==> config.mk <==
export PLATFORM = sky130hd
export DESIGN_NAME = sorted_list_table
export DESIGN_NICKNAME = d
export VERILOG_FILES = /design/src/rtl/core/slt_pkg.sv /design/src/rtl/core/sorted_list_table.sv
export SDC_FILE = /design/constraint.sdc
export NUM_CORES = 1
export LEC_CHECK = 0
export BUFFER_PORTS_ARGS = -buffer_cell sky130_fd_sc_hd__buf_2
export CORE_MARGIN = 8
export CORE_UTILIZATION = 49
export DETAILED_ROUTE_END_ITERATION = 7
export GPL_TIMING_DRIVEN = 0
export PLACE_DENSITY = 0.69
export SLEW_MARGIN = 0
export SYNTH_ARGS = -nofsm -noshare
export SYNTH_HDL_FRONTEND = slang
export SYNTH_SLANG_ARGS = --single-unit
==> constraint.sdc <==
create_clock -name clock -period 12.5 [get_ports clock]
set_clock_uncertainty 0.15 [all_clocks]
set_input_delay 1.25 -clock clock [delete_from_list [all_inputs] [get_ports clock]]
set_output_delay 1.25 -clock clock [all_outputs]
set_load 0.02 [all_outputs]
==> src/rtl/core/slt_pkg.sv <==
package slt_pkg;

   // table geometry
   localparam int TABLE_DEPTH = 16;
   localparam int ADDR_W      = $clog2(TABLE_DEPTH);
   localparam int CNT_W       = $clog2(TABLE_DEPTH + 1);

   // field widths
   localparam int ACTION_W      = 2;
   localparam int VALUE_W       = 32;
   localparam int STATUS_W      = 2;
   localparam int ENTRY_COUNT_W = 5;
   localparam int RSP_FIELDS_W  = STATUS_W + 1 + ENTRY_COUNT_W;
   localparam int RSP_TDATA_W   = ((RSP_FIELDS_W + 7) / 8) * 8;

   // field positions in the response word
   localparam int FOUND_BIT = STATUS_W;
   localparam int COUNT_LSB = STATUS_W + 1;

   // action codes
   localparam logic [ACTION_W-1:0] ACT_INSERT = 2'd0;
   localparam logic [ACTION_W-1:0] ACT_SEARCH = 2'd1;
   localparam logic [ACTION_W-1:0] ACT_DELETE = 2'd2;

   // status codes
   localparam logic [STATUS_W-1:0] STAT_OK        = 2'd0;
   localparam logic [STATUS_W-1:0] STAT_NOT_FOUND = 2'd1;
   localparam logic [STATUS_W-1:0] STAT_FULL      = 2'd2;

   // sequencer states
   typedef enum logic [5:0] {
      ST_IDLE     = 6'b000001,
      ST_SCAN     = 6'b000010,
      ST_SHIFT_UP = 6'b000100,
      ST_INS_WR   = 6'b001000,
      ST_SHIFT_DN = 6'b010000,
      ST_DONE     = 6'b100000
   } state_type;

endpackage

==> src/rtl/core/sorted_list_table.sv <==
// Sorted value table: up to TABLE_DEPTH signed 32-bit values kept in
// ascending order, duplicates allowed.
// Request channel (req_): tuser carries the action (insert, search, delete),
// tdata the value; req_tready is high only while the sequencer is idle.
// Response channel (rsp_): one word per request with status, found flag and
// the entry count after the request.
// Steps from request acceptance to response valid, with count entries
// stored and pos the first entry not smaller than the value:
//   scan        entries up to pos compared (one entry compared per cycle)
//   insert      + (count - pos) entries shifted up + 1 write (none if full)
//   delete      + (count - pos - 1) entries shifted down (none if not found)
//   completion  + response word loaded into the output register
// The pace is set by the one table memory moving one entry per cycle and
// the one shared comparator; a new request is taken only once the
// sequencer is back in idle.
// While rsp_tready is low the word waits in the output register; the next
// request is still taken and then waits in its completion step.
// Reset empties the table (count to zero) and drops any pending response.
module sorted_list_table (
   input  logic                                clock,
   input  logic                                reset,
   // request channel
   input  logic                                req_tvalid,
   output logic                                req_tready,
   input  logic [slt_pkg::VALUE_W-1:0]         req_tdata,  // [31:0] value
   input  logic [slt_pkg::ACTION_W-1:0]        req_tuser,  // [1:0] action
   // response channel
   output logic                                rsp_tvalid,
   input  logic                                rsp_tready,
   output logic [slt_pkg::RSP_TDATA_W-1:0]     rsp_tdata   // [1:0] status,
                                                           // [2] found,
                                                           // [7:3] entry_count
);
   import slt_pkg::*;

   // table memory
   logic signed [VALUE_W-1:0] table_mem [TABLE_DEPTH];
   logic signed [VALUE_W-1:0] rd_data_ff;
   logic [ADDR_W-1:0]         rd_addr;
   logic                      wr_en;
   logic [ADDR_W-1:0]         wr_addr;
   logic signed [VALUE_W-1:0] wr_data;

   // sequencer and working registers
   state_type                 state_ff, state_in;
   logic [CNT_W-1:0]          count_ff, count_in;
   logic [CNT_W-1:0]          idx_ff, idx_in;
   logic [ADDR_W-1:0]         ptr_ff, ptr_in;
   logic [ADDR_W-1:0]         pos_ff, pos_in;
   logic signed [VALUE_W-1:0] value_ff, value_in;
   logic [ACTION_W-1:0]       action_ff, action_in;
   logic [STATUS_W-1:0]       status_ff, status_in;
   logic                      found_ff, found_in;
   logic                      rsp_valid_ff, rsp_valid_in;
   logic [RSP_TDATA_W-1:0]    rsp_data_ff, rsp_data_in;

   // shared compare unit
   logic cmp_lt;
   logic cmp_eq;
   logic scan_at_end;
   logic scan_stop;
   logic present;

   assign cmp_lt      = rd_data_ff < value_ff;
   assign cmp_eq      = rd_data_ff == value_ff;
   assign scan_at_end = idx_ff == count_ff;
   assign scan_stop   = scan_at_end || !cmp_lt;
   assign present     = !scan_at_end && cmp_eq;

   assign req_tready = state_ff == ST_IDLE;
   assign rsp_tvalid = rsp_valid_ff;
   assign rsp_tdata  = rsp_data_ff;

   // sequencer
   always_comb begin
      state_in     = state_ff;
      count_in     = count_ff;
      idx_in       = idx_ff;
      ptr_in       = ptr_ff;
      pos_in       = pos_ff;
      value_in     = value_ff;
      action_in    = action_ff;
      status_in    = status_ff;
      found_in     = found_ff;
      rsp_valid_in = rsp_valid_ff && !rsp_tready;
      rsp_data_in  = rsp_data_ff;
      rd_addr      = '0;
      wr_en        = 1'b0;
      wr_addr      = '0;
      wr_data      = value_ff;

      case (state_ff)
         ST_IDLE: begin
            // first entry is read while the request is taken
            if (req_tvalid) begin
               value_in  = req_tdata;
               action_in = req_tuser;
               idx_in    = '0;
               state_in  = ST_SCAN;
            end
         end

         ST_SCAN: begin
            if (!scan_stop) begin
               idx_in  = idx_ff + CNT_W'(1);
               rd_addr = ADDR_W'(idx_ff + CNT_W'(1));
            end else begin
               pos_in    = ADDR_W'(idx_ff);
               status_in = STAT_OK;
               found_in  = 1'b0;
               state_in  = ST_DONE;
               case (action_ff)
                  ACT_INSERT: begin
                     found_in = present;
                     if (count_ff == CNT_W'(TABLE_DEPTH)) begin
                        status_in = STAT_FULL;
                     end else if (count_ff != idx_ff) begin
                        // move the tail up, starting from the last entry
                        ptr_in   = ADDR_W'(count_ff - CNT_W'(1));
                        rd_addr  = ADDR_W'(count_ff - CNT_W'(1));
                        state_in = ST_SHIFT_UP;
                     end else begin
                        state_in = ST_INS_WR;
                     end
                  end
                  ACT_SEARCH: begin
                     found_in = present;
                  end
                  ACT_DELETE: begin
                     if (present) begin
                        found_in = 1'b1;
                        if (idx_ff + CNT_W'(1) != count_ff) begin
                           // pull the tail down over the removed entry
                           ptr_in   = ADDR_W'(idx_ff + CNT_W'(1));
                           rd_addr  = ADDR_W'(idx_ff + CNT_W'(1));
                           state_in = ST_SHIFT_DN;
                        end else begin
                           count_in = count_ff - CNT_W'(1);
                        end
                     end else begin
                        status_in = STAT_NOT_FOUND;
                     end
                  end
                  default: begin
                     status_in = STAT_OK;
                  end
               endcase
            end
         end

         ST_SHIFT_UP: begin
            wr_en   = 1'b1;
            wr_addr = ptr_ff + ADDR_W'(1);
            wr_data = rd_data_ff;
            if (ptr_ff == pos_ff) begin
               state_in = ST_INS_WR;
            end else begin
               ptr_in  = ptr_ff - ADDR_W'(1);
               rd_addr = ptr_ff - ADDR_W'(1);
            end
         end

         ST_INS_WR: begin
            wr_en    = 1'b1;
            wr_addr  = pos_ff;
            wr_data  = value_ff;
            count_in = count_ff + CNT_W'(1);
            state_in = ST_DONE;
         end

         ST_SHIFT_DN: begin
            wr_en   = 1'b1;
            wr_addr = ptr_ff - ADDR_W'(1);
            wr_data = rd_data_ff;
            if (CNT_W'(ptr_ff) + CNT_W'(1) == count_ff) begin
               count_in = count_ff - CNT_W'(1);
               state_in = ST_DONE;
            end else begin
               ptr_in  = ptr_ff + ADDR_W'(1);
               rd_addr = ptr_ff + ADDR_W'(1);
            end
         end

         ST_DONE: begin
            // load the response word once the output register is free
            if (!rsp_valid_ff || rsp_tready) begin
               rsp_valid_in = 1'b1;
               rsp_data_in  = RSP_TDATA_W'({ENTRY_COUNT_W'(count_ff), found_ff, status_ff});
               state_in     = ST_IDLE;
            end
         end

         default: begin
            state_in = ST_IDLE;
         end
      endcase
   end

   // control registers
   always_ff @(posedge clock) begin
      if (reset) begin
         state_ff     <= ST_IDLE;
         count_ff     <= '0;
         rsp_valid_ff <= 1'b0;
      end else begin
         state_ff     <= state_in;
         count_ff     <= count_in;
         rsp_valid_ff <= rsp_valid_in;
      end
   end

   // working registers
   always_ff @(posedge clock) begin
      idx_ff      <= idx_in;
      ptr_ff      <= ptr_in;
      pos_ff      <= pos_in;
      value_ff    <= value_in;
      action_ff   <= action_in;
      status_ff   <= status_in;
      found_ff    <= found_in;
      rsp_data_ff <= rsp_data_in;
   end

   // table memory ports
   always_ff @(posedge clock) begin
      if (wr_en) begin
         table_mem[wr_addr] <= wr_data;
      end
      rd_data_ff <= table_mem[rd_addr];
   end

endmodule

Word level (Yosys, flattened, before mapping)

Memory sizes are Yosys's and may differ from the RTL's. A register that Yosys moved wholly into a read port is not among the register bits.
Cells that the tools add are included.

Bits in registers: 70
Latch bits: 0
Memory bits (writable): 512
Memory bits (read-only): 0
Output and inout port bits: 10
Memories: 1

$add $sub $neg: 6
$mul: 0
Divide/modulo/power cells: 0
Magnitude comparators: 1
Eq/ne operators: 31
Shift operators: 0
Multiplexer cells: 50
Bitwise gates (word level): 0
Reduce and logical (&&, ||, !) cells: 22

Memories:

| memory    | depth | width | read ports | clocked after memory_dff | write ports | line                    | text |
|---|---|---|---|---|---|---|---|
| table_mem | 16    | 32    | 1          | 1                        | 1           | sorted_list_table.sv:37 | `logic signed [VALUE_W-1:0] table_mem [TABLE_DEPTH];` |

Operator list:

| cell                                                 | count |
|---|---|
| 2-to-1 mux 4 bit                                     | 15 |
| 2-to-1 mux 6 bit                                     | 8 |
| case mux 4 bit (3 select lines)                      | 3 |
| case mux 6 bit (6 select lines)                      | 1 |
| 2-to-1 mux 5 bit                                     | 7 |
| equality test 32 bit                                 | 1 |
| < comparator 32 bit                                  | 1 |
| 2-to-1 mux 32 bit                                    | 1 |
| inequality test 2 bit (second input constant)        | 11 |
| case mux 4 bit (2 select lines)                      | 2 |
| case mux 5 bit (3 select lines)                      | 1 |
| inequality test 3 bit (second input constant)        | 4 |
| case mux 6 bit (2 select lines)                      | 1 |
| adder 5 x 1 -> 5 bit (second input constant)         | 2 |
| equality test 5 bit                                  | 2 |
| inequality test 5 bit                                | 2 |
| case mux 5 bit (2 select lines)                      | 1 |
| AND reduction 9 bit                                  | 1 |
| 2-to-1 mux 1 bit                                     | 7 |
| equality test 6 x 1 -> 1 bit (second input constant) | 1 |
| equality test 6 x 2 -> 1 bit (second input constant) | 1 |
| equality test 6 x 3 -> 1 bit (second input constant) | 1 |
| equality test 6 x 4 -> 1 bit (second input constant) | 1 |
| equality test 6 x 5 -> 1 bit (second input constant) | 1 |
| 25 further kinds                                     | 34 |

Longest topological paths before layout

Depth after elaboration: 7
Gate-level depth with buffers: 17

Worst setup path before layout

Ideal clock, no wire load.

Path type: reg2reg
From: register ptr_ff[0]
To: memory table_mem[0][0] (enable)
Library setup time: 0.461 ns
Arrival: 3.932 ns
Required time: 11.889 ns
Path slack: 7.957 ns
Stages on the path, launching flop included: 9
Clock period less this slack: 4.543 ns
Cell sequence: edfxtp_1 -> clkbuf_1 -> inv_1 -> ha_1 -> clkbuf_1 -> nor2_1 -> a221oi_1 -> nand2_1 -> nor3_1

Longest elaborated chain between the ends: 2

RTL lines:

| element                                                                  | line                                               | text |
|---|---|---|
| from (decl)                                                              | sorted_list_table.sv:48                            | `logic [ADDR_W-1:0] ptr_ff, ptr_in;` |
| from (signal assigned)                                                   | sorted_list_table.sv:215                           | `ptr_ff <= ptr_in;` |
| subtractor 4 x 1 -> 4 bit / adder 4 x 1 -> 4 bit (equally long branches) | sorted_list_table.sv:173, sorted_list_table.sv:153 |  |
| case mux 4 bit (3 select lines) (*)                                      | sorted_list_table.sv:92                            | `case (state_ff)` |
| to (decl)                                                                | sorted_list_table.sv:37                            |  |

Every way passes the cells marked *; elsewhere a longest branch is shown, timed or not.

Final worst setup path

From: register value_ff[15]
To: register rd_data_ff[19], read port of table_mem

Longest elaborated chain between the ends: 6

RTL lines:

| element                                                     | line                     | text |
|---|---|---|
| from (decl)                                                 | sorted_list_table.sv:50  | `logic signed [VALUE_W-1:0] value_ff, value_in;` |
| from (signal assigned)                                      | sorted_list_table.sv:217 | `value_ff <= value_in;` |
| branches (longest 4 deep; another with < comparator 32 bit) | n/a                      |  |
| 2-to-1 mux 4 bit (*)                                        | sorted_list_table.sv:104 | `if (!scan_stop) begin` |
| case mux 4 bit (3 select lines) (*)                         | sorted_list_table.sv:92  |  |
| to (decl)                                                   | sorted_list_table.sv:38  | `logic signed [VALUE_W-1:0] rd_data_ff;` |

Every way passes the cells marked *.
A chain may end at the register's enable or synchronous reset.

==> metrics.md <==
| Metric | Value |
|---|---|
| RePlAce Congestion | `0.875` |
| Peak VDD IR | `0.120 mV` |
| Total grt overflow | `0` |
| Sequential power share | `0.525` |
| Switch share | `0.229` |
| FF+latch area | `18,000 um^2` |
| Crit path DAT | `6.19 ns` |
| Initial antenna violation count | `0` |
| Mapped Nets | `2,060` |
| Final min period | `5.84 ns` |
| Detail Route Antenna Nets | `0` |
| Chip height | `243 um` |
| Synth Area in XOR/XNOR | `0.0118` |
| First drt pass iteration count | `6` |
| Mapped Cells | `1,985` |
| Crit path cell chain | `inv_1 -> ha_1 -> nand4_1 -> nor4_1 -> o21ai_0 -> a31oi_1 -> nor3_2 -> and3_1 -> buf_1 -> nor3_1 -> buf_2 -> nand3_1 -> nand4_1 -> nand3_1` |
| Core ar. | `51,100 um^2` |
| Initial drt markers | `2,094` |
| Worst hold slack | `0.280 ns` |
| Slew Limit Fails | `0` |
| YS warnings | `0` |
| Final period util | `0.467` |
| # fillers | `4,086` |
| Multi-input gate area | `6630 um^2` |
| Post-synthesis compound-gate area fraction | `0.0735` |
| Synth Register Bits | `614` |
| CP Max Fanout | `10` |
| CP max stage delay | `1.22 ns` |
| Largest net degree at the start of global routing | `27` |
| Htree depth | `2` |
| Crit path launch type | `register` |
| Main combinational cell family by area after synthesis | `simple AND/OR/NAND/NOR gates` |
| CTS tree | `done` |
| Status | `complete, no violations` |
| PwrDens | `152 nW/um^2` |
| WP data required | `12.85 ns` |
| Mux contribution to synthesized area | `0.00327` |
| Fmax | `0.171 GHz` |
| Clk sinks | `614` |
| Drt drc | `0` |
| Clock slew at reported path FFs | `0.07 ns` |
| GRT Overall Usage | `0.234` |
| Global-route wire length before repair | `105,000 um` |
| Register area share after synthesis | `0.713` |
| TritonCTS buffer count | `60` |
| Final setup fails | `0` |
| Post-synth EDFFs | `570` |
| Finished Core Util | `0.565` |
| Skew-Pair Late Insertion Delay | `0.65 ns` |
| Die width | `243 um` |
| Worst setup path class | `reg2reg` |
| Setup WS post-layout | `6.66 ns` |
| Routed via count | `17.1k` |
| Starting Density | `0.494` |
| Setup WS pre-CTS | `6.84 ns` |
| Ports | `48` |
| Yosys cell types | `81` |
| Final hold vios | `0` |
| Area Overhead vs Synth | `14.5%` |
| Die area | `59,000 um^2` |
| Post-Synth Adder-Cell Area | `0.0184` |
| Slowest CP cell | `nor4_1` |
| Post-Syn Area | `25,200 um^2` |
| Share of layout cells above drive strength 1 | `0.128` |
| HPWL after detailed placement | `46,000 um` |
| Number of nets in the layout | `2,200` |
| Post-CTS Hold Fix Bufs | `0` |
| Simple-gate share of the synthesized area | `0.151` |
| Antenna Cells | `0` |
| Port Buf Inserts | `47` |
| Fraction of registers with async set/reset | `0` |
| Worst slew pin tran | `1.40 ns` |
| Vias per Instance | `5.99` |
| Setup TNS | `0 ns` |
| Leakage power | `10.2 nW` |
| Postcts setup bufs | `0` |
| # rows | `83` |
| Hold WC Path Type | `reg2reg` |
| Switching pwr | `0.00101 W` |
| RSZ-0062 raised after global routing | `false` |
| Logic gate share of total power | `0.062` |
| Normalized max-slew margin | `0.0569` |
| Max-cap viol count | `0` |
| Total wire length | `70,500 um` |
| Dominant synthesized flop cell | `edfxtp_1` |
| Crit. End Element | `register` |
| Clock Power Share | `0.413` |
| WL per Instance | `24.7 um` |
| CTS root buffer | `clkbuf_16` |
| CTS Buffer Depth | `3` |
| Vias in the first global route | `16.8k` |
| Cts repair resizes | `0` |
| Cell-internal power | `0.00339 W` |
| Synthesized area per cell | `12.7 um^2` |
==> final cells by class <==
| class | count | area share |
|---|---|---|
| multi-input cells | 1213 | 0.229 |
| inverters | 42 | 0.00546 |
| clock inverters | 29 | 0.00840 |
| plain buffers | 116 | 0.0195 |
| flip-flops and latches | 614 | 0.623 |
| repair buffers | 78 | 0.0246 |
| well taps | 680 | 0.0294 |
| clock buffers | 85 | 0.0605 |
==> placed cells by master (no fill, tap or decap), drive strengths merged, types with 7 or more instances in the layout <==
cell type | Yosys | final
a31oi | 37 | 37
a21oi | 87 | 87
clkinv | 0 | 21
o211ai | 31 | 31
nand4 | 43 | 43
xor2 | 11 | 11
buf | 68 | 146
a22o | 28 | 28
o21ai | 45 | 45
nand3 | 203 | 203
inv | 42 | 44
a221o | 7 | 7
ha | 37 | 37
xnor2 | 17 | 17
nand2 | 510 | 510
edfxtp | 570 | 570
nor3b | 7 | 7
nand2b | 7 | 7
nor2 | 47 | 47
clkbuf | 48 | 133
nor3 | 10 | 10
dfxtp | 44 | 44
==> logic make-up after synthesis <==
family,after synthesis
XOR/XNOR,30
buffers and inverters,158
AO/OA/AOI/OAI,276
multiplexers,8
AND/OR/NAND/NOR,862
adder cells (fa/ha/maj),37
flip-flops,614
==> per-stage QoR <==
step	cell area (um^2)	power, W	cells
after floorplan	25200	0.00251	1985
after global placement	26300	0.00260	2712
after detailed placement	26900	0.00262	2741
after CTS	28900	0.00441	2855
after global routing	28900	0.00451	2857
final	28900	0.00440	2857
==> worst max-delay path: cells and delay by family, from the launching register on <==
kind	cells	cell delay, ns
AOI/OAI and AO/OA	2	1.00
buffers and inverters	3	0.73
and+or+nand+nor	8	3.18
DFF	1	0.32
adders and majority gates	1	0.33
==> state kept, by name (all words and copies together), names as in the netlist <==
register and count:
action_ff 2, count_ff 5, found_ff 1, idx_ff 5, pos_ff 4, ptr_ff 4
rd_data_ff 32, rsp_tdata 8, rsp_tvalid 1, state_ff 6, status_ff 2, table_mem 512
value_ff 32
==> cell usage after synthesis (4+ instances only) <==
library cell,count,area (um^2)
a221o_1,7,70.1
buf_2,51,255
buf_6,5,56.3
mux2i_1,6,60.1
nor3b_1,4,30.0
clkbuf_1,48,180
buf_1,5,18.8
o211ai_1,30,225
nor2_1,46,173
and3_1,4,25.0
nand2_1,510,1910
xor2_1,10,87.6
xnor2_1,17,149
o21ai_0,44,220
nand3_1,202,1010
nor3_1,9,45.0
edfxtp_1,570,17100
buf_4,7,52.6
a31oi_1,37,231
dfxtp_1,44,881
inv_1,42,158
nor4_1,6,37.5
a22o_1,28,245
nand2b_1,7,43.8
a21oi_1,87,435
ha_1,37,463
nand4_1,43,269
==> worst paths after layout <==
check | startpoint | endpoint | slack [ns] | cells after the start
worst max-delay path | value_ff[15] | rd_data_ff[19] | 6.66 | 14
worst min-delay path | status_ff[0] | rsp_tdata[0] | 0.28 | 0
worst max register to register | value_ff[15] | rd_data_ff[19] | 6.66 | 14
worst min register to register | status_ff[0] | rsp_tdata[0] | 0.28 | 0
==> power groups by stage <==
stage	combinational, W	clock, W	sequential (W)
4_1_cts	0.000268	0.00183	0.00231
2_1_floorplan	0.000164	0	0.00235
3_5_place_dp	0.000267	0	0.00235
6_report	0.000274	0.00181	0.00231
3_3_place_gp	0.000250	0	0.00235
5_1_grt	0.000298	0.00190	0.00231
==> routing by layer <==
layer / wire length [um] / vias up / GRT usage / share of wire
met3: 6980 / 194 / 0.0479 / 0.099
met2: 33000 / 947 / 0.378 / 0.47
met5: 0 / - / 0 / 0
met4: 3080 / 0 / 0.0975 / 0.044
met1: 27500 / 8402 / 0.307 / 0.39
li1: - / 7579 / - / -
Note: power is estimated with default switching activity, not from simulation.
